$ cat src/rtl/core/assert_macros.svh
// Assertion macros used by the flight phase detector RTL.
`ifndef ASSERT_MACROS_SVH
`define ASSERT_MACROS_SVH

// Same-cycle implication, sampled on clk, off while rst_n is low.
`define FPD_ASSERT_IMP(label, ante, cons, msg) \
  label: assert property (@(posedge clk) disable iff (!rst_n) (ante) |-> (cons)) \
    else $error(msg);

// Next-cycle implication, sampled on clk, off while rst_n is low.
`define FPD_ASSERT_NXT(label, ante, cons, msg) \
  label: assert property (@(posedge clk) disable iff (!rst_n) (ante) |=> (cons)) \
    else $error(msg);

`endif

$ cat src/rtl/core/fpd_pkg.sv
// Package: types, codes and reset values of the flight phase detector.
`default_nettype none
package fpd_pkg;

  localparam int unsigned SqW = 31;

  typedef enum logic [2:0] {
    STG_IDLE    = 3'd0,
    STG_LAUNCH  = 3'd1,
    STG_APOGEE  = 3'd2,
    STG_DESCENT = 3'd3,
    STG_LANDED  = 3'd4
  } stage_t;

  typedef enum logic [1:0] {
    BUZ_SLOW  = 2'd0,
    BUZ_QUICK = 2'd1,
    BUZ_SWEEP = 2'd2
  } buzz_t;

  typedef enum logic [1:0] {
    CFG_LAUNCH_LIMIT = 2'd0,
    CFG_APOGEE_LIMIT = 2'd1,
    CFG_LANDING_BAND = 2'd2,
    CFG_COUNT_LIMIT  = 2'd3
  } cfg_idx_t;

  localparam logic [14:0]        LaunchLimitRst = 15'd5120;
  localparam logic signed [15:0] ApogeeLimitRst = -16'sd102;
  localparam logic [14:0]        LandingBandRst = 15'd20;
  localparam logic [15:0]        CountLimitRst  = 16'd10;
  localparam logic [15:0]        CountMax       = 16'hFFFF;

  typedef struct packed {
    logic signed [15:0] accel_x;
    logic signed [15:0] accel_y;
    logic signed [15:0] accel_z;
    logic signed [15:0] pressure_rate;
  } in_t;

  typedef struct packed {
    logic [2:0] flight_stage;
    logic [1:0] buzzer_mode;
    logic       pyro_fire;
    logic       launch_seen;
    logic       apogee_seen;
    logic       landing_seen;
  } out_t;

  typedef struct packed {
    logic [14:0]        launch_limit;
    logic signed [15:0] apogee_limit;
    logic [14:0]        landing_band;
    logic [15:0]        count_limit;
  } cfg_t;

  typedef struct packed {
    logic [SqW-1:0] sq_x;
    logic [SqW-1:0] sq_y;
    logic [SqW-1:0] sq_z;
    logic           y_over;
    logic           apogee_q;
    logic           landing_q;
  } qual_t;

endpackage
`default_nettype wire

$ cat src/rtl/core/fpd_cfg.sv
// Configuration register file and the squared launch threshold.
`default_nettype none
module fpd_cfg (
  input  wire logic          clk,
  input  wire logic          rst_n,
  input  wire logic          cfg_we,
  input  wire logic [1:0]    cfg_index,
  input  wire logic [15:0]   cfg_wdata,
  output fpd_pkg::cfg_t      cfg_o,
  output logic [29:0]        lim_sq_o
);

  fpd_pkg::cfg_t cfg_r;
  logic [29:0]   lim_sq_r;
  logic [29:0]   lim_sq_nxt;

  always_ff @(posedge clk) begin
    if (!rst_n) begin
      cfg_r.launch_limit <= fpd_pkg::LaunchLimitRst;
      cfg_r.apogee_limit <= fpd_pkg::ApogeeLimitRst;
      cfg_r.landing_band <= fpd_pkg::LandingBandRst;
      cfg_r.count_limit  <= fpd_pkg::CountLimitRst;
    end else if (cfg_we) begin
      case (fpd_pkg::cfg_idx_t'(cfg_index))
        fpd_pkg::CFG_LAUNCH_LIMIT: cfg_r.launch_limit <= cfg_wdata[14:0];
        fpd_pkg::CFG_APOGEE_LIMIT: cfg_r.apogee_limit <= $signed(cfg_wdata);
        fpd_pkg::CFG_LANDING_BAND: cfg_r.landing_band <= cfg_wdata[14:0];
        fpd_pkg::CFG_COUNT_LIMIT:  cfg_r.count_limit  <= cfg_wdata;
        default: ;
      endcase
    end
  end

  assign lim_sq_nxt = cfg_r.launch_limit * cfg_r.launch_limit;

  always_ff @(posedge clk) begin
    lim_sq_r <= lim_sq_nxt;
  end

  assign cfg_o    = cfg_r;
  assign lim_sq_o = lim_sq_r;

endmodule
`default_nettype wire

$ cat src/rtl/core/fpd_qualify.sv
// Input register, axis squares and rate compares, registered per sample.
`default_nettype none
module fpd_qualify (
  input  wire logic           clk,
  input  wire logic           rst_n,
  input  wire logic           in_valid,
  output logic                in_stall,
  input  wire fpd_pkg::in_t   in_data,
  input  wire fpd_pkg::cfg_t  cfg_i,
  output logic                q_valid,
  input  wire logic           q_ready,
  output fpd_pkg::qual_t      q_data
);

  logic           v1_r;
  fpd_pkg::in_t   in_r;
  logic           v2_r;
  fpd_pkg::qual_t q_r;
  fpd_pkg::qual_t q_nxt;
  logic           load1;
  logic           load2;

  logic signed [31:0] sqx_full;
  logic signed [31:0] sqy_full;
  logic signed [31:0] sqz_full;
  logic signed [16:0] rate_ext;
  logic signed [16:0] band_pos;
  logic signed [16:0] band_neg;

  assign load2    = !v2_r || q_ready;
  assign load1    = !v1_r || load2;
  assign in_stall = !load1;

  always_ff @(posedge clk) begin
    if (!rst_n) begin
      v1_r <= 1'b0;
    end else if (load1) begin
      v1_r <= in_valid;
    end
  end

  always_ff @(posedge clk) begin
    if (load1 && in_valid) begin
      in_r <= in_data;
    end
  end

  assign sqx_full = $signed(in_r.accel_x) * $signed(in_r.accel_x);
  assign sqy_full = $signed(in_r.accel_y) * $signed(in_r.accel_y);
  assign sqz_full = $signed(in_r.accel_z) * $signed(in_r.accel_z);
  assign rate_ext = {in_r.pressure_rate[15], in_r.pressure_rate};
  assign band_pos = $signed({2'b00, cfg_i.landing_band});
  assign band_neg = -band_pos;

  always_comb begin
    q_nxt.sq_x      = sqx_full[fpd_pkg::SqW-1:0];
    q_nxt.sq_y      = sqy_full[fpd_pkg::SqW-1:0];
    q_nxt.sq_z      = sqz_full[fpd_pkg::SqW-1:0];
    q_nxt.y_over    = $signed(in_r.accel_y) > $signed({1'b0, cfg_i.launch_limit});
    q_nxt.apogee_q  = $signed(in_r.pressure_rate) < cfg_i.apogee_limit;
    q_nxt.landing_q = (rate_ext > band_neg) && (rate_ext < band_pos);
  end

  always_ff @(posedge clk) begin
    if (!rst_n) begin
      v2_r <= 1'b0;
    end else if (load2) begin
      v2_r <= v1_r;
    end
  end

  always_ff @(posedge clk) begin
    if (load2 && v1_r) begin
      q_r <= q_nxt;
    end
  end

  assign q_valid = v2_r;
  assign q_data  = q_r;

endmodule
`default_nettype wire

$ cat src/rtl/core/fpd_stage.sv
// Flight stage state machine, shared sample counter and result register.
`default_nettype none
`include "assert_macros.svh"
module fpd_stage (
  input  wire logic            clk,
  input  wire logic            rst_n,
  input  wire logic            q_valid,
  output logic                 q_ready,
  input  wire fpd_pkg::qual_t  q_data,
  input  wire fpd_pkg::cfg_t   cfg_i,
  input  wire logic [29:0]     lim_sq_i,
  output logic                 out_valid,
  input  wire logic            out_stall,
  output fpd_pkg::out_t        out_data
);

  fpd_pkg::stage_t stage_r;
  fpd_pkg::stage_t stage_nxt;
  logic [15:0]     count_r;
  logic [15:0]     count_nxt;
  fpd_pkg::buzz_t  buzzer_r;
  fpd_pkg::buzz_t  buzzer_nxt;
  logic            pyro_r;
  logic            pyro_nxt;
  logic            out_valid_r;
  fpd_pkg::out_t   out_data_r;
  fpd_pkg::out_t   out_data_nxt;

  logic [31:0] mag_sq;
  logic        launch_q;
  logic        launch_go;
  logic        in_launch;
  logic [15:0] cnt_a;
  logic        apogee_go;
  logic [15:0] cnt_b;
  logic        in_descent;
  logic [15:0] cnt_c;
  logic        land_go;
  logic        take;

  assign q_ready = !out_valid_r || !out_stall;
  assign take    = q_valid && q_ready;

  assign mag_sq = {1'b0, q_data.sq_x} + {1'b0, q_data.sq_y} + {1'b0, q_data.sq_z};
  assign launch_q = (mag_sq > {2'b00, lim_sq_i}) || q_data.y_over;

  always_comb begin
    launch_go  = (stage_r == fpd_pkg::STG_IDLE) && launch_q;
    in_launch  = (stage_r == fpd_pkg::STG_LAUNCH) || launch_go;
    cnt_a      = (in_launch && q_data.apogee_q && count_r != fpd_pkg::CountMax)
                 ? count_r + 16'd1 : count_r;
    apogee_go  = in_launch && (cnt_a > cfg_i.count_limit);
    cnt_b      = apogee_go ? 16'd0 : cnt_a;
    in_descent = (stage_r == fpd_pkg::STG_DESCENT) || (stage_r == fpd_pkg::STG_APOGEE)
                 || apogee_go;
    cnt_c      = (in_descent && q_data.landing_q && cnt_b != fpd_pkg::CountMax)
                 ? cnt_b + 16'd1 : cnt_b;
    land_go    = in_descent && (cnt_c > cfg_i.count_limit);
  end

  // next state
  always_comb begin
    if (land_go) begin
      stage_nxt = fpd_pkg::STG_LANDED;
    end else if (in_descent) begin
      stage_nxt = fpd_pkg::STG_DESCENT;
    end else if (in_launch) begin
      stage_nxt = fpd_pkg::STG_LAUNCH;
    end else begin
      stage_nxt = stage_r;
    end
  end

  // outputs
  always_comb begin
    count_nxt = land_go ? 16'd0 : cnt_c;
    pyro_nxt  = pyro_r || apogee_go || (stage_r == fpd_pkg::STG_APOGEE);
    if (stage_nxt == fpd_pkg::STG_LANDED) begin
      buzzer_nxt = fpd_pkg::BUZ_SWEEP;
    end else if (apogee_go || launch_go || stage_r == fpd_pkg::STG_APOGEE) begin
      buzzer_nxt = fpd_pkg::BUZ_QUICK;
    end else if (stage_r == fpd_pkg::STG_IDLE) begin
      buzzer_nxt = fpd_pkg::BUZ_SLOW;
    end else begin
      buzzer_nxt = buzzer_r;
    end
    out_data_nxt.flight_stage = stage_nxt;
    out_data_nxt.buzzer_mode  = buzzer_nxt;
    out_data_nxt.pyro_fire    = pyro_nxt;
    out_data_nxt.launch_seen  = launch_go;
    out_data_nxt.apogee_seen  = apogee_go;
    out_data_nxt.landing_seen = land_go;
  end

  always_ff @(posedge clk) begin
    if (!rst_n) begin
      stage_r     <= fpd_pkg::STG_IDLE;
      count_r     <= 16'd0;
      buzzer_r    <= fpd_pkg::BUZ_SLOW;
      pyro_r      <= 1'b0;
      out_valid_r <= 1'b0;
    end else begin
      if (q_ready) begin
        out_valid_r <= q_valid;
      end
      if (take) begin
        stage_r  <= stage_nxt;
        count_r  <= count_nxt;
        buzzer_r <= buzzer_nxt;
        pyro_r   <= pyro_nxt;
      end
    end
  end

  always_ff @(posedge clk) begin
    if (take) begin
      out_data_r <= out_data_nxt;
    end
  end

  assign out_valid = out_valid_r;
  assign out_data  = out_data_r;

  `FPD_ASSERT_IMP(a_no_apogee_hold, 1'b1, stage_r != fpd_pkg::STG_APOGEE,
    "stage register holds apogee")
  `FPD_ASSERT_NXT(a_pyro_latched, pyro_r, pyro_r, "pyro latch dropped")
  `FPD_ASSERT_NXT(a_landed_final, stage_r == fpd_pkg::STG_LANDED,
    stage_r == fpd_pkg::STG_LANDED, "left landed stage")
  `FPD_ASSERT_IMP(a_apogee_pyro, out_valid_r && out_data_r.apogee_seen,
    out_data_r.pyro_fire, "apogee beat without pyro")
  `FPD_ASSERT_NXT(a_state_hold, !take, $stable(stage_r) && $stable(count_r),
    "state moved without a beat")

endmodule
`default_nettype wire

$ cat src/rtl/core/flight_phase_detector.sv
// Top level: flight phase detector, one sensor sample in, one stage report out.
// A result beat passes the input register, the qualify register and the result register in turn.
// Throughput: one sample per cycle while out_stall is low; the stage update and shared counter are combinational.
// A stalled result holds in the output register while two upstream stages keep filling.
// Reset (synchronous, rst_n low): idle stage, count zero, slow pulse, pyro off,
// registers back to defaults, pipeline empty.
`default_nettype none
module flight_phase_detector (
  input  wire logic          clk,
  input  wire logic          rst_n,
  input  wire logic          in_valid,
  output logic               in_stall,
  input  wire fpd_pkg::in_t  in_data,
  output logic               out_valid,
  input  wire logic          out_stall,
  output fpd_pkg::out_t      out_data,
  input  wire logic          cfg_we,
  input  wire logic [1:0]    cfg_index,
  input  wire logic [15:0]   cfg_wdata
);

  fpd_pkg::cfg_t  cfg;
  logic [29:0]    lim_sq;
  logic           q_valid;
  logic           q_ready;
  fpd_pkg::qual_t q_data;

  fpd_cfg u_cfg (
    .clk       (clk),
    .rst_n     (rst_n),
    .cfg_we    (cfg_we),
    .cfg_index (cfg_index),
    .cfg_wdata (cfg_wdata),
    .cfg_o     (cfg),
    .lim_sq_o  (lim_sq)
  );

  fpd_qualify u_qualify (
    .clk      (clk),
    .rst_n    (rst_n),
    .in_valid (in_valid),
    .in_stall (in_stall),
    .in_data  (in_data),
    .cfg_i    (cfg),
    .q_valid  (q_valid),
    .q_ready  (q_ready),
    .q_data   (q_data)
  );

  fpd_stage u_stage (
    .clk       (clk),
    .rst_n     (rst_n),
    .q_valid   (q_valid),
    .q_ready   (q_ready),
    .q_data    (q_data),
    .cfg_i     (cfg),
    .lim_sq_i  (lim_sq),
    .out_valid (out_valid),
    .out_stall (out_stall),
    .out_data  (out_data)
  );

endmodule
`default_nettype wire

$ cat config.mk
export PLATFORM = sky130hd
export DESIGN_NAME = flight_phase_detector
export DESIGN_NICKNAME = d
export VERILOG_FILES = /design/src/rtl/core/fpd_pkg.sv /design/src/rtl/core/fpd_cfg.sv /design/src/rtl/core/fpd_qualify.sv /design/src/rtl/core/fpd_stage.sv /design/src/rtl/core/flight_phase_detector.sv
export VERILOG_INCLUDE_DIRS = /design/src /design/src/rtl/core
export SDC_FILE = /design/constraint.sdc
export NUM_CORES = 2
export LEC_CHECK = 0
export BUFFER_PORTS_ARGS = -buffer_cell sky130_fd_sc_hd__buf_2
export CAP_MARGIN = 20
export CORE_MARGIN = 8
export CORE_UTILIZATION = 60
export DETAILED_ROUTE_END_ITERATION = 8
export PLACE_DENSITY = 0.77
export SYNTH_ARGS = -nofsm -noshare
export SYNTH_HDL_FRONTEND = slang
export SYNTH_SLANG_ARGS = --single-unit
$ cat constraint.sdc
create_clock -name clk -period 30.7 [get_ports clk]
set_input_delay 6.14 -clock clk [delete_from_list [all_inputs] [get_ports clk]]
set_output_delay 6.14 -clock clk [all_outputs]
set_load 0.01 [all_outputs]
==> impl_metrics.json <==
{
  "slew_violations": 0,
  "outcome": "finished clean",
  "die_w_um": 296,
  "max_freq_mhz": 75.6,
  "io_buffers": 97,
  "ant_nets": 0,
  "grt_pass1_wl_um": 182000,
  "dpl_cell_area_sq_um": 48500,
  "ys.flop_type": "edfxtp_1",
  "wl_um": 109000,
  "start_util_pct": 60.7,
  "core_sq_um": 77600,
  "synthCells": 4919,
  "synth_edf_count": 166,
  "clkTransAtPathRegs_ps": 50,
  "yosysWarnings": 0,
  "grt_max_degree": 82,
  "finalSetupViolCount": 0,
  "htree_num_levels": 2,
  "clkLatencyLatePin_ps": 620,
  "final_util_pct": 64.3,
  "drive_above_1_share_pct": 4.65,
  "post-cts-setup-buffers": 0,
  "path_cells": "buf_2, and3_1, and2_1, buf_2",
  "fin_crit_ps": 13220,
  "mostFrequentLayoutCell": "inv_1",
  "worstMarginPinSlew_ps": 1030,
  "crit_start": "out_stall",
  "pre_cts_ws_ps": 17510,
  "fin_ws_ps": 17480,
  "fin_skew_ps": 36.6,
  "synth.cell_area_sq_um": 47100,
  "synthToLayoutAreaGrowth_pct": 5.83,
  "fp-row-count": 102,
  "yosys.cell_types.count": 95,
  "diodes": 0,
  "ys_seq_elements": 282,
  "fin_area_sq_um": 49900,
  "syn_avg_cell_area_sq_um": 9.58,
  "regToRegStartpoint": "u_qualify.q_data[13]",
  "relSlewSlack_pct": 31.3,
  "max_stage_delay_ps": 340,
  "hold_viol": 0,
  "cp_slowest_cell": "and2_1",
  "die_y_um": 296,
  "fin_setup_tns_ps": 0,
  "drtPass1Iterations": 8,
  "period_share_pct": 43.1,
  "crit_end": "in_stall",
  "hold_buffers": 0,
  "drt-wirelength-per-cell_um": 18.1,
  "viasPerCell": 5.49,
  "cts_sinks": 282,
  "crit_top_cell": "buf_2",
  "grt_pass1_vias": 36300,
  "postSynth.asyncResetShare_pct": 0,
  "startpoint_type": "input pin",
  "nets": 6400,
  "rsz0062_at_grt": "no",
  "cts_tree": "built",
  "globalRoute.totalOverflow": 0,
  "path_max_fanout": 3,
  "first_iter_violations": 1895,
  "cts_made_buffers": 39,
  "antenna_found_initial": 1,
  "rr_worst_depth": 49,
  "vias": 33100,
  "gp_congestion": 0.966,
  "maxCapViolCount": 0,
  "dp_hpwl_um": 89300,
  "design.die.area_sq_um": 87700,
  "final_cell_mix": "inv_1 (1182), fa_1 (867), ha_1 (491)",
  "clock_path_buffers": 3,
  "root_buffer": "clkbuf_16",
  "rrSetupSlack_ps": 17540,
  "hold_class": "reg2reg",
  "drcViolationCount": 0,
  "worstPathRequired_ps": 24560,
  "synth-seq-area-share_pct": 15.5,
  "r2r_end": "u_stage.count_r[10]",
  "worst-setup-path-type": "in2out",
  "worst-endpoint-arrival_ps": 7080,
  "worstHoldStart": "u_stage.pyro_r",
  "io_pins": 98,
  "cts_resized": 0,
  "cp-end-kind": "output port",
  "grtUsageTotal_pct": 25.9
}
-- how the worst min path moves through the flow --
stage	cells after the start	to	slack, ps
6_report	1	u_stage.pyro_r	460
5_1_grt	2	u_cfg.cfg_o[11]	490
4_1_cts	1	u_stage.pyro_r	470
3_5_place_dp	1	u_stage.pyro_r	450
3_3_place_gp	1	u_stage.pyro_r	450
2_1_floorplan	0	u_cfg.lim_sq_o[0]	400
-- kinds of logic (layout without fill, tap and decap cells) --
group	Yosys count	after routing	share of synthesized area [%]
mux	7	7	0.165
other cells	1	3	0.00796
xor+xnor	203	203	3.77
simple gates	1191	1191	12.0
compound gates	566	566	8.21
flops	282	282	15.5
buf+inv	1311	1376	10.5
fa+ha+maj	1358	1358	49.9
-- area by class of cell --
| class | count | area [sq um] |
|---|---|---|
| clock buffers | 45 | 1010 |
| repair buffers | 109 | 586 |
| fillers | 6353 | 27700 |
| well taps | 1040 | 1300 |
| inverters | 1195 | 4490 |
| clock inverters | 27 | 289 |
| multi-input cells | 3328 | 34900 |
| flip-flops and latches | 282 | 7310 |
-- state kept, by name, summed over array words and instances (netlist names) --
register	cells
u_qualify.q_data	93
u_qualify.in_r	64
u_cfg.cfg_o	62
u_cfg.lim_sq_o	29
u_stage.count_r	16
u_stage.out_data	9
u_stage.stage_r	3
u_stage.buzzer_r	2
u_qualify.q_valid	1
u_qualify.v1_r	1
u_stage.out_valid	1
u_stage.pyro_r	1
-- worst max-delay path: cells and delay by family --
family / cells / cell delay [ps]
simple gates: 2 / 640
buf+inv: 2 / 290
-- stage by stage --
stage                     instances  hold slack (ps)
after floorplan                4921              404
after global placement         5951              446
after detailed placement       5952              453
after CTS                      6024              466
after global routing           6026              489
final                          6026              465
-- layer usage --
metal	vias up	share of wire, %	track usage (%)
met5	-	0.012	0
met4	2	3.8	9.19
met3	270	5.7	3.92
met2	952	51	46.2
met1	16400	40	32.0
li1	15400	-	-
-- cell usage after synthesis (all sizes together) (5+ instances only) --
cell       n  area share (%)
edfxtp   166              11
or2       18            0.24
o21bai    28            0.45
o21a      28            0.45
clkbuf   105            0.84
nand2b    36            0.48
mux2       6            0.14
buf       11            0.15
a31oi     20            0.30
clkinv     8           0.064
xnor2    151             2.8
nor3b      6           0.096
nor2     250             2.0
nand2    466             3.7
and3      41            0.56
and4       7            0.13
a211o     10            0.19
nand4     33            0.44
nor4      14            0.19
a21boi    52            0.83
nand3     58            0.62
a41oi      9            0.17
o31ai     11            0.19
o21ai     72            0.77
or3       14            0.20
a21oi    153             1.6
o211ai    29            0.47
a31o       7            0.13
dfxtp    116             4.9
nor3      40            0.44
a21o      67             1.1
inv     1187             9.5
a211oi    19            0.35
nor2b     33            0.44
a221oi     5            0.11
ha       491              13
and2     156             2.1
xor2      52            0.97
fa       867              37
or4        7            0.12
Power is not shown: default switching activity piles up to over one toggle a cycle in this logic, so the estimate is an artifact.
